`src/rtl/sstf_pkg.sv`:
```
`timescale 1ns / 1ps
// ----------------------------------------------------------------------------
// sstf_pkg
// Shared types, constants and helpers of the seven-segment frame formatter.
// ----------------------------------------------------------------------------
package sstf_pkg;

   // Input transaction: one formatting request
   typedef struct packed {
      logic        action;
      logic [31:0] value;
      logic        colon_on;
      logic        keep_leading_zeros;
   } req_type;

   // Output transaction: one five-byte display frame
   typedef struct packed {
      logic [7:0] digit0_segments;
      logic [7:0] digit1_segments;
      logic [7:0] colon_segments;
      logic [7:0] digit2_segments;
      logic [7:0] digit3_segments;
   } rsp_type;

   // Action codes
   localparam logic ACTION_NUMBER = 1'b0;
   localparam logic ACTION_TIME   = 1'b1;

   // Display format picked by the front end
   typedef enum logic [1:0] {
      KIND_NUMBER,      // four low decimal digits
      KIND_CLOCK,       // MM:SS
      KIND_CLOCK_MAX,   // MM:SS pinned at 99:59
      KIND_CENTI        // SS.cs
   } kind_type;

   // Classified work item handed from front end to back end
   typedef struct packed {
      kind_type    kind;
      logic [12:0] quot;   // n/10000, seconds, or centiseconds
      logic [15:0] num;    // number mode operand
      logic        colon_on;
      logic        keep;
   } work_type;

   // Time thresholds in milliseconds
   localparam logic [31:0] SPLIT_MS = 32'd60000;
   localparam logic [31:0] MAX_MS   = 32'd6000000;   // 100 minutes

   // Reset value of the colon pattern register
   localparam logic [7:0] COLON_RESET = 8'h02;

   // Decimal point bit of a segment byte
   localparam logic [7:0] DOT_BIT = 8'h80;

   // Saturated clock display
   localparam logic [6:0] MAX_MINUTES = 7'd99;
   localparam logic [6:0] MAX_SECONDS = 7'd59;

   // Segment patterns of the decimal digits
   localparam logic [7:0] SEG_TABLE [10] = '{
      8'h3F, 8'h06, 8'h5B, 8'h4F, 8'h66, 8'h6D, 8'h7D, 8'h07, 8'h7F, 8'h6F
   };

   // Segment byte of one decimal digit, blank for codes above nine
   function automatic logic [7:0] segment_of(input logic [3:0] digit);
      logic [7:0] seg;
      seg = 8'h00;
      if (digit <= 4'd9) begin
         seg = SEG_TABLE[digit];
      end
      return seg;
   endfunction

endpackage

```
`src/rtl/sstf_front.sv`:
```
`timescale 1ns / 1ps
// ----------------------------------------------------------------------------
// sstf_front
// Accepts requests, picks the display format and does the first
// reciprocal division (by 10000, 1000 or 10) on one shared multiplier.
// ----------------------------------------------------------------------------
module sstf_front (
   input  logic              clock,
   input  logic              reset,
   input  logic              req_valid,
   output logic              req_ready,
   input  sstf_pkg::req_type req_data,
   output logic              work_valid,
   input  logic              work_ready,
   output sstf_pkg::work_type work_data
);

   // Reciprocals: floor(x/d) = (x*m) >> s over the operand range in use
   localparam logic [23:0] RECIP_10000 = 24'd107375;    // s = 30, x < 2^16
   localparam logic [23:0] RECIP_1000  = 24'd8589935;   // s = 33, x < 6e6
   localparam logic [23:0] RECIP_10    = 24'd52429;     // s = 19, x < 2^16

   logic               front_valid_ff, front_valid_in;
   sstf_pkg::work_type front_work_ff, front_work_in;
   sstf_pkg::kind_type kind;
   logic [22:0]        operand;
   logic [23:0]        recip;
   logic [46:0]        product;
   logic               req_fire;

   assign req_ready  = !front_valid_ff || work_ready;
   assign req_fire   = req_valid && req_ready;
   assign work_valid = front_valid_ff;
   assign work_data  = front_work_ff;

   // Classify the transaction and pick the divider operands
   always_comb begin
      if (req_data.action == sstf_pkg::ACTION_NUMBER) begin
         kind = sstf_pkg::KIND_NUMBER;
      end else if (req_data.value >= sstf_pkg::MAX_MS) begin
         kind = sstf_pkg::KIND_CLOCK_MAX;
      end else if (req_data.value >= sstf_pkg::SPLIT_MS) begin
         kind = sstf_pkg::KIND_CLOCK;
      end else begin
         kind = sstf_pkg::KIND_CENTI;
      end
      case (kind)
         sstf_pkg::KIND_NUMBER: begin
            operand = {7'd0, req_data.value[15:0]};
            recip   = RECIP_10000;
         end
         sstf_pkg::KIND_CLOCK: begin
            operand = req_data.value[22:0];
            recip   = RECIP_1000;
         end
         default: begin
            operand = {7'd0, req_data.value[15:0]};
            recip   = RECIP_10;
         end
      endcase
   end

   assign product = {24'd0, operand} * {23'd0, recip};

   // Next work item
   always_comb begin
      front_work_in          = front_work_ff;
      front_valid_in         = front_valid_ff && !work_ready;
      if (req_fire) begin
         front_valid_in          = 1'b1;
         front_work_in.kind      = kind;
         front_work_in.num       = req_data.value[15:0];
         front_work_in.colon_on  = req_data.colon_on;
         front_work_in.keep      = req_data.keep_leading_zeros;
         case (kind)
            sstf_pkg::KIND_NUMBER: front_work_in.quot = product[42:30];
            sstf_pkg::KIND_CLOCK:  front_work_in.quot = product[45:33];
            sstf_pkg::KIND_CENTI:  front_work_in.quot = product[31:19];
            default:               front_work_in.quot = 13'd0;
         endcase
      end
   end

   always_ff @(posedge clock) begin
      if (reset) begin
         front_valid_ff <= 1'b0;
      end else begin
         front_valid_ff <= front_valid_in;
      end
      front_work_ff <= front_work_in;
   end

endmodule

```
`src/rtl/sstf_queue.sv`:
```
`timescale 1ns / 1ps
// ----------------------------------------------------------------------------
// sstf_queue
// Two-entry queue of work items between the front end and the back end.
// ----------------------------------------------------------------------------
module sstf_queue (
   input  logic               clock,
   input  logic               reset,
   input  logic               push_valid,
   output logic               push_ready,
   input  sstf_pkg::work_type push_data,
   output logic               pop_valid,
   input  logic               pop_ready,
   output sstf_pkg::work_type pop_data
);

   localparam int DEPTH     = 2;
   localparam int PTR_BITS  = $clog2(DEPTH);
   localparam int CNT_BITS  = $clog2(DEPTH + 1);

   sstf_pkg::work_type     entry_ff [DEPTH];
   logic [PTR_BITS-1:0]    wr_ptr_ff, wr_ptr_in;
   logic [PTR_BITS-1:0]    rd_ptr_ff, rd_ptr_in;
   logic [CNT_BITS-1:0]    count_ff, count_in;
   logic                   push, pop;

   assign push_ready = (count_ff != CNT_BITS'(DEPTH));
   assign pop_valid  = (count_ff != '0);
   assign pop_data   = entry_ff[rd_ptr_ff];
   assign push       = push_valid && push_ready;
   assign pop        = pop_valid && pop_ready;

   // Pointer and fill count update
   always_comb begin
      wr_ptr_in = wr_ptr_ff;
      rd_ptr_in = rd_ptr_ff;
      count_in  = count_ff;
      if (push) begin
         wr_ptr_in = (wr_ptr_ff == PTR_BITS'(DEPTH - 1)) ? '0 : wr_ptr_ff + 1'b1;
      end
      if (pop) begin
         rd_ptr_in = (rd_ptr_ff == PTR_BITS'(DEPTH - 1)) ? '0 : rd_ptr_ff + 1'b1;
      end
      if (push && !pop) begin
         count_in = count_ff + 1'b1;
      end else if (pop && !push) begin
         count_in = count_ff - 1'b1;
      end
   end

   always_ff @(posedge clock) begin
      if (reset) begin
         wr_ptr_ff <= '0;
         rd_ptr_ff <= '0;
         count_ff  <= '0;
      end else begin
         wr_ptr_ff <= wr_ptr_in;
         rd_ptr_ff <= rd_ptr_in;
         count_ff  <= count_in;
      end
   end

   // Entry storage
   always_ff @(posedge clock) begin
      if (push) begin
         entry_ff[wr_ptr_ff] <= push_data;
      end
   end

endmodule

```
`src/rtl/sstf_back.sv`:
```
`timescale 1ns / 1ps
// ----------------------------------------------------------------------------
// sstf_back
// Splits a classified work item into four decimal digits over four stages,
// then builds the segment frame in the output register.
// ----------------------------------------------------------------------------
module sstf_back (
   input  logic               clock,
   input  logic               reset,
   input  logic               work_valid,
   output logic               work_ready,
   input  sstf_pkg::work_type work_data,
   input  logic [7:0]         colon_pattern,
   output logic               rsp_valid,
   input  logic               rsp_ready,
   output sstf_pkg::rsp_type  rsp_data
);

   // Reciprocals for the high/low split, shift of 20, operand below 10000
   localparam logic [14:0] RECIP_100 = 15'd10486;
   localparam logic [14:0] RECIP_60  = 15'd17477;
   localparam logic [13:0] NUM_MOD   = 14'd10000;

   typedef struct packed {
      sstf_pkg::kind_type kind;
      logic               colon_on;
      logic               keep;
   } ctrl_type;

   typedef struct packed {
      ctrl_type    ctrl;
      logic [13:0] whole;
      logic [6:0]  hi;
      logic [6:0]  lo;
   } split_type;

   typedef struct packed {
      ctrl_type   ctrl;
      logic [3:0] d0;
      logic [3:0] d1;
      logic [3:0] d2;
      logic [3:0] d3;
   } digit_type;

   // Tens and ones of a value below 100
   function automatic logic [7:0] split_digits(input logic [6:0] x);
      logic [14:0] prod;
      logic [3:0]  tens;
      logic [6:0]  ones;
      prod = {8'd0, x} * 15'd205;
      tens = prod[14:11];
      ones = x - 7'({3'd0, tens} * 7'd10);
      return {tens, ones[3:0]};
   endfunction

   logic        advance;
   logic        s1_valid_ff, s2_valid_ff, s3_valid_ff, s4_valid_ff, out_valid_ff;
   split_type   s1_ff, s1_in, s2_ff, s2_in, s3_ff, s3_in;
   digit_type   s4_ff, s4_in;
   sstf_pkg::rsp_type out_ff, out_in;
   logic [15:0] num_base;
   logic [28:0] hi_prod;
   logic [7:0]  hi_digits, lo_digits;
   logic        is_number, blank_lead;

   // The whole pipe moves unless a finished frame is held
   assign advance    = !out_valid_ff || rsp_ready;
   assign work_ready = advance;
   assign rsp_valid  = out_valid_ff;
   assign rsp_data   = out_ff;

   // Stage 1: value to split (number modulo 10000, seconds or centiseconds)
   assign num_base = {13'd0, work_data.quot[2:0]} * {2'd0, NUM_MOD};
   always_comb begin
      s1_in               = '0;
      s1_in.ctrl.kind     = work_data.kind;
      s1_in.ctrl.colon_on = work_data.colon_on;
      s1_in.ctrl.keep     = work_data.keep;
      if (work_data.kind == sstf_pkg::KIND_NUMBER) begin
         s1_in.whole = 14'(work_data.num - num_base);
      end else begin
         s1_in.whole = {1'b0, work_data.quot};
      end
   end

   // Stage 2: high part (minutes or hundreds)
   assign hi_prod = {15'd0, s1_ff.whole} *
                    {14'd0, (s1_ff.ctrl.kind == sstf_pkg::KIND_CLOCK) ? RECIP_60 : RECIP_100};
   always_comb begin
      s2_in    = s1_ff;
      s2_in.hi = hi_prod[26:20];
      if (s1_ff.ctrl.kind == sstf_pkg::KIND_CLOCK_MAX) begin
         s2_in.hi = sstf_pkg::MAX_MINUTES;
      end
   end

   // Stage 3: low part (seconds or last two digits)
   always_comb begin
      s3_in = s2_ff;
      case (s2_ff.ctrl.kind)
         sstf_pkg::KIND_CLOCK:
            s3_in.lo = 7'(s2_ff.whole - 14'({7'd0, s2_ff.hi} * 14'd60));
         sstf_pkg::KIND_CLOCK_MAX:
            s3_in.lo = sstf_pkg::MAX_SECONDS;
         default:
            s3_in.lo = 7'(s2_ff.whole - 14'({7'd0, s2_ff.hi} * 14'd100));
      endcase
   end

   // Stage 4: four decimal digits
   assign hi_digits = split_digits(s3_ff.hi);
   assign lo_digits = split_digits(s3_ff.lo);
   always_comb begin
      s4_in.ctrl = s3_ff.ctrl;
      s4_in.d0   = hi_digits[7:4];
      s4_in.d1   = hi_digits[3:0];
      s4_in.d2   = lo_digits[7:4];
      s4_in.d3   = lo_digits[3:0];
   end

   // Output stage: segments, blanking, decimal point and colon
   assign is_number  = (s4_ff.ctrl.kind == sstf_pkg::KIND_NUMBER);
   assign blank_lead = is_number && !s4_ff.ctrl.keep;
   always_comb begin
      out_in.digit0_segments = sstf_pkg::segment_of(s4_ff.d0);
      if (s4_ff.d0 == 4'd0 && !(is_number && s4_ff.ctrl.keep)) begin
         out_in.digit0_segments = 8'h00;
      end
      out_in.digit1_segments = sstf_pkg::segment_of(s4_ff.d1);
      if (blank_lead && s4_ff.d0 == 4'd0 && s4_ff.d1 == 4'd0) begin
         out_in.digit1_segments = 8'h00;
      end
      if (s4_ff.ctrl.kind == sstf_pkg::KIND_CENTI) begin
         out_in.digit1_segments = out_in.digit1_segments | sstf_pkg::DOT_BIT;
      end
      out_in.digit2_segments = sstf_pkg::segment_of(s4_ff.d2);
      if (blank_lead && s4_ff.d0 == 4'd0 && s4_ff.d1 == 4'd0 && s4_ff.d2 == 4'd0) begin
         out_in.digit2_segments = 8'h00;
      end
      out_in.digit3_segments = sstf_pkg::segment_of(s4_ff.d3);
      case (s4_ff.ctrl.kind)
         sstf_pkg::KIND_NUMBER:
            out_in.colon_segments = s4_ff.ctrl.colon_on ? colon_pattern : 8'h00;
         sstf_pkg::KIND_CLOCK, sstf_pkg::KIND_CLOCK_MAX:
            out_in.colon_segments = s4_ff.d3[0] ? 8'h00 : colon_pattern;
         default:
            out_in.colon_segments = 8'h00;
      endcase
   end

   // Stage valid bits
   always_ff @(posedge clock) begin
      if (reset) begin
         s1_valid_ff  <= 1'b0;
         s2_valid_ff  <= 1'b0;
         s3_valid_ff  <= 1'b0;
         s4_valid_ff  <= 1'b0;
         out_valid_ff <= 1'b0;
      end else if (advance) begin
         s1_valid_ff  <= work_valid;
         s2_valid_ff  <= s1_valid_ff;
         s3_valid_ff  <= s2_valid_ff;
         s4_valid_ff  <= s3_valid_ff;
         out_valid_ff <= s4_valid_ff;
      end
   end

   // Stage payloads
   always_ff @(posedge clock) begin
      if (advance) begin
         s1_ff  <= s1_in;
         s2_ff  <= s2_in;
         s3_ff  <= s3_in;
         s4_ff  <= s4_in;
         out_ff <= out_in;
      end
   end

endmodule

```
`src/rtl/seven_segment_number_time_formatter.sv`:
```
`timescale 1ns / 1ps
// ----------------------------------------------------------------------------
// seven_segment_number_time_formatter
// Turns numbers or elapsed milliseconds into four-digit seven-segment frames.
//
//   Channel  Ports             Direction  Moves
//   request  req_valid/ready   in         action, value, colon_on, keep zeros
//   response rsp_valid/ready   out        five segment bytes of one frame
//   csr      csr_wr_en/data    in         colon pattern byte, reset 0x02
//
// One transaction per cycle sustained while responses are taken. A request
// passes through one front-end divide stage, the queue, four back-end digit
// stages and the output register. Reset is synchronous and empties the
// front register, the two-entry queue and the back-end stages. A held
// response stalls the back end; the queue lets the front end keep accepting.
// ----------------------------------------------------------------------------
module seven_segment_number_time_formatter (
   input  logic              clock,
   input  logic              reset,
   input  logic              req_valid,
   output logic              req_ready,
   input  sstf_pkg::req_type req_data,
   output logic              rsp_valid,
   input  logic              rsp_ready,
   output sstf_pkg::rsp_type rsp_data,
   input  logic              csr_wr_en,
   input  logic [7:0]        csr_wr_data
);

   logic [7:0]         colon_reg_ff, colon_reg_in;
   logic               front_valid, front_ready;
   sstf_pkg::work_type front_work;
   logic               queue_valid, queue_ready;
   sstf_pkg::work_type queue_work;

   // Colon pattern register
   assign colon_reg_in = csr_wr_en ? csr_wr_data : colon_reg_ff;
   always_ff @(posedge clock) begin
      if (reset) begin
         colon_reg_ff <= sstf_pkg::COLON_RESET;
      end else begin
         colon_reg_ff <= colon_reg_in;
      end
   end

   sstf_front u_front (
      .clock      (clock),
      .reset      (reset),
      .req_valid  (req_valid),
      .req_ready  (req_ready),
      .req_data   (req_data),
      .work_valid (front_valid),
      .work_ready (front_ready),
      .work_data  (front_work)
   );

   sstf_queue u_queue (
      .clock      (clock),
      .reset      (reset),
      .push_valid (front_valid),
      .push_ready (front_ready),
      .push_data  (front_work),
      .pop_valid  (queue_valid),
      .pop_ready  (queue_ready),
      .pop_data   (queue_work)
   );

   sstf_back u_back (
      .clock         (clock),
      .reset         (reset),
      .work_valid    (queue_valid),
      .work_ready    (queue_ready),
      .work_data     (queue_work),
      .colon_pattern (colon_reg_ff),
      .rsp_valid     (rsp_valid),
      .rsp_ready     (rsp_ready),
      .rsp_data      (rsp_data)
   );

endmodule

```
`config.mk`:
```
export PLATFORM = sky130hd
export DESIGN_NAME = seven_segment_number_time_formatter
export DESIGN_NICKNAME = d
export VERILOG_FILES = /design/src/rtl/sstf_pkg.sv /design/src/rtl/sstf_front.sv /design/src/rtl/sstf_queue.sv /design/src/rtl/sstf_back.sv /design/src/rtl/seven_segment_number_time_formatter.sv
export SDC_FILE = /design/constraint.sdc
export NUM_CORES = 1
export LEC_CHECK = 0
export BUFFER_PORTS_ARGS = -buffer_cell sky130_fd_sc_hd__buf_2
export CORE_ASPECT_RATIO = 1.75
export CORE_MARGIN = 4
export CORE_UTILIZATION = 55
export DETAILED_ROUTE_END_ITERATION = 16
export PLACE_DENSITY = 0.83
export SLEW_MARGIN = 40
export SYNTH_ARGS = -nofsm -noshare
export SYNTH_HDL_FRONTEND = slang
export SYNTH_SLANG_ARGS = --single-unit
```
`constraint.sdc`:
```
create_clock -name clock -period 15.1 [get_ports clock]
set_clock_uncertainty 0.2 [all_clocks]
set_input_delay 0.755 -clock clock [delete_from_list [all_inputs] [get_ports clock]]
set_output_delay 0.755 -clock clock [all_outputs]
set_load 0.01 [all_outputs]
```
==> key figures <==
Clocking
  • CTS resizes: 0
  • CTS tree: built
  • TritonCTS Sinks: 223
  • Total CTS buffers: 22
  • Htree depth: 1
  • Setup bufs post-CTS: 0
  • Clk Latency, worst-skew pair: 530 ps
  • Clk buf depth: 3
  • Post-CTS Hold Fix Bufs: 0
  • CTS Root Buffer Type: clkbuf_16
  • Clock transition at path regs: 70 ps

Critical path
  • Crit start category: primary input
  • Req. time, crit path: 15180 ps
  • Arr. time, crit path: 10870 ps
  • R2R depth: 23
  • Crit-path slowest cell: a2111oi_2
  • Reg2reg end: u_back.s2_ff[13]
  • Worst r2r src: u_back.s1_ff[31]
  • Largest stage delay on the critical path: 710 ps
  • Critical path class: primary input to flop
  • Crit. End Element: flop
  • R2R setup slack: 7720 ps
  • Crit-path most repeated cell: fa_1
  • Critical Path Fanout Max: 21

Place
  • Routability Congestion: 1.03
  • I/O Buffers: 86
  • Hpwl dp: 64000 microns

STA
  • Fin crit share: 0.715
  • Fmax: 92.7 MHz
  • Final setup viols: 0
  • RSZ-0062 raised after global routing: false
  • Final worst path period need: 10790 ps
  • Max Slew Vio Count: 0
  • Hold Vio Cnt, Final: 0
  • Worst Tran Pin Value: 908 ps
  • Setup TNS: 0 ps
  • Fin Hold WS: 220 ps
  • Slew margin rel.: 0.394

GRT
  • Total track usage: 0.267
  • Initial antenna violation count: 3
  • First-pass GRT wire length: 116000 microns
  • Pin count of the biggest net entering global routing: 80
  • Vias in the first global route: 22000
  • Grt total ovfl: 0

Final layout
  • # nets final: 3784
  • Share of post-route cells with drive strength above 1: 0.0601
  • Area grow syn2layout: 7.35%
  • Fill count: 4278

Hold path
  • Worst min-delay path endpoint: u_back.s3_ff[12]
  • Tightest Hold Check Type: flop to flop
  • Min-delay src: u_back.s2_ff[12]
  • Cell count of the worst hold path: 0

Outcome
  • Outcome: complete, no violations

Floorplan
  • # IOs: 90
  • Die Width: 181 microns
  • Die area: 56300 sq um
  • Row count: 110
  • Initial Util: 0.558
  • Die height: 311 microns
  • CORE AREA: 51700 sq um

Synthesis
  • Average instance area after synthesis: 10.6 sq um
  • Post-synth ARST share: 0
  • Synth Register Bits: 223
  • Syn Inst Count: 2733
  • Mapped Area: 28900 sq um
  • Syn. warnings: 0
  • Top FF cell, synth: edfxtp_1
  • Seq/Total Area, Yosys: 0.225
  • Netlist cell types: 76
  • Post-synth EDFFs: 204

Detailed routing
  • WL final: 74800 microns
  • DRC: 0
  • Via count: 19700
  • DRT Pass-1 Iters: 5
  • ANT nets after route: 0
  • WL per Instance: 21.1 microns
  • Initial drt markers: 1021
  • Vias/cell: 5.53

Flow run
  • Max-cap violations: 0
metrics by stage:
step           area, sq um  std cells  setup WS (ps)   util
2_1_floorplan        29100       2802           5730      -
3_3_place_gp         30200       3510           3840  0.584
3_5_place_dp         30200       3510           3730  0.584
4_1_cts              31000       3549           4280  0.598
5_1_grt              31000       3551           4100  0.599
6_report             31000       3552           4310  0.599
synthesized netlist by cell type, drive strengths merged (9+ instances only):
| master | n | area (sq um) |
|---|---|---|
| a211oi | 10 | 80.1 |
| a21o | 41 | 308 |
| a21oi | 103 | 515 |
| a31oi | 12 | 90.1 |
| and2 | 34 | 213 |
| and3 | 27 | 169 |
| clkbuf | 51 | 193 |
| dfxtp | 19 | 380 |
| edfxtp | 204 | 6130 |
| fa | 436 | 8730 |
| ha | 438 | 5480 |
| inv | 715 | 2680 |
| mux2 | 12 | 135 |
| mux2i | 24 | 240 |
| nand2 | 126 | 473 |
| nand2b | 23 | 144 |
| nand3 | 19 | 95.1 |
| nand4 | 14 | 87.6 |
| nor2 | 121 | 454 |
| nor2b | 27 | 169 |
| nor3 | 12 | 60.1 |
| o21a | 9 | 67.6 |
| o21ai | 53 | 269 |
| o21bai | 15 | 113 |
| or2 | 12 | 75.1 |
| xnor2 | 51 | 447 |
| xor2 | 29 | 254 |
critical path, delay by kind of cell:
| family | cells | cell delay (ps) |
|---|---|---|
| compound gates | 5 | 1760 |
| xor+xnor | 1 | 270 |
| fa+ha+maj | 8 | 4010 |
| buf+inv | 8 | 890 |
| simple gates | 8 | 3140 |
final cells by class:
type | count | area (sq um) | area share
inverter | 716 | 2690 | 0.0868
multi-input combinational | 1804 | 19700 | 0.636
tap | 672 | 841 | 0.0271
clock inverter | 16 | 179 | 0.00578
antenna | 3 | 7.51 | 0.000242
sequential | 223 | 6510 | 0.210
clock buffer | 23 | 554 | 0.0179
timing repair buffer | 95 | 502 | 0.0162
layout by cell type, fill, tap and decap left out, types with 4 or more instances in the layout:
cell / n
inv_1: 714
ha_1: 438
fa_1: 436
edfxtp_1: 204
nand2_1: 126
nor2_1: 120
a21oi_1: 102
buf_2: 86
conb_1: 71
xnor2_1: 51
o21ai_0: 50
a21o_1: 41
and2_1: 33
xor2_1: 29
and3_1: 27
nor2b_1: 27
mux2i_1: 24
nand2b_1: 23
clkbuf_16: 22
nand3_1: 19
dfxtp_1: 19
o21bai_1: 15
nand4_1: 14
or2_2: 12
nor3_1: 12
mux2_2: 12
a31oi_1: 11
o21a_1: 9
a211oi_1: 9
or3_1: 8
o221ai_1: 8
buf_4: 8
a211o_1: 7
clkinv_1: 6
a31o_2: 5
o211ai_1: 4
nor4_1: 4
state kept, by name, indices dropped and copies added, names as in the netlist, named ones only:
name                count
colon_reg_ff            8
u_back.rsp_data        37
u_back.rsp_valid        1
u_back.s1_ff           18
u_back.s1_valid_ff      1
u_back.s2_ff           18
u_back.s2_valid_ff      1
u_back.s3_ff           18
u_back.s3_valid_ff      1
u_back.s4_ff           20
u_back.s4_valid_ff      1
u_front.work_data      31
u_front.work_valid      1
u_queue.count_ff        2
u_queue.entry_ff       62
u_queue.rd_ptr_ff       1
u_queue.wr_ptr_ff       1
cells by family (layout without fill, tap and decap cells):
logic type,after synthesis,in the layout,share of synthesized area
xor gates and xnor gates,80,80,0.0243
DFF,223,223,0.225
AOI/OAI and AO/OA,303,303,0.0692
buffers and inverters,775,850,0.101
muxes,37,37,0.0138
other,2,74,0.000260
and+or+nand+nor,439,439,0.0731
adders and majority gates,874,874,0.492
how the worst max path moves through the flow:
stage	endpoint	slack, ps	start
detailed placement	u_front.work_data[22]	3730	req_data[27]
floorplan	u_front.work_data[27]	5730	req_data[27]
CTS	u_front.work_data[22]	4280	req_data[27]
global route	u_front.work_data[26]	4100	req_data[27]
finish	u_front.work_data[22]	4310	req_data[27]
global placement	u_front.work_data[26]	3840	req_data[27]
per-layer routing:
layer  track usage  share of wire  vias up
met1         0.234           0.29     9764
met5             0              0        -
li1              -              -     8871
met4         0.234           0.11        0
met3        0.0235          0.036      343
met2         0.522           0.56      675
Power is left out: the tool's default activity adds up to more than one toggle a clock period on the data nets, which glitch-free logic cannot reach.
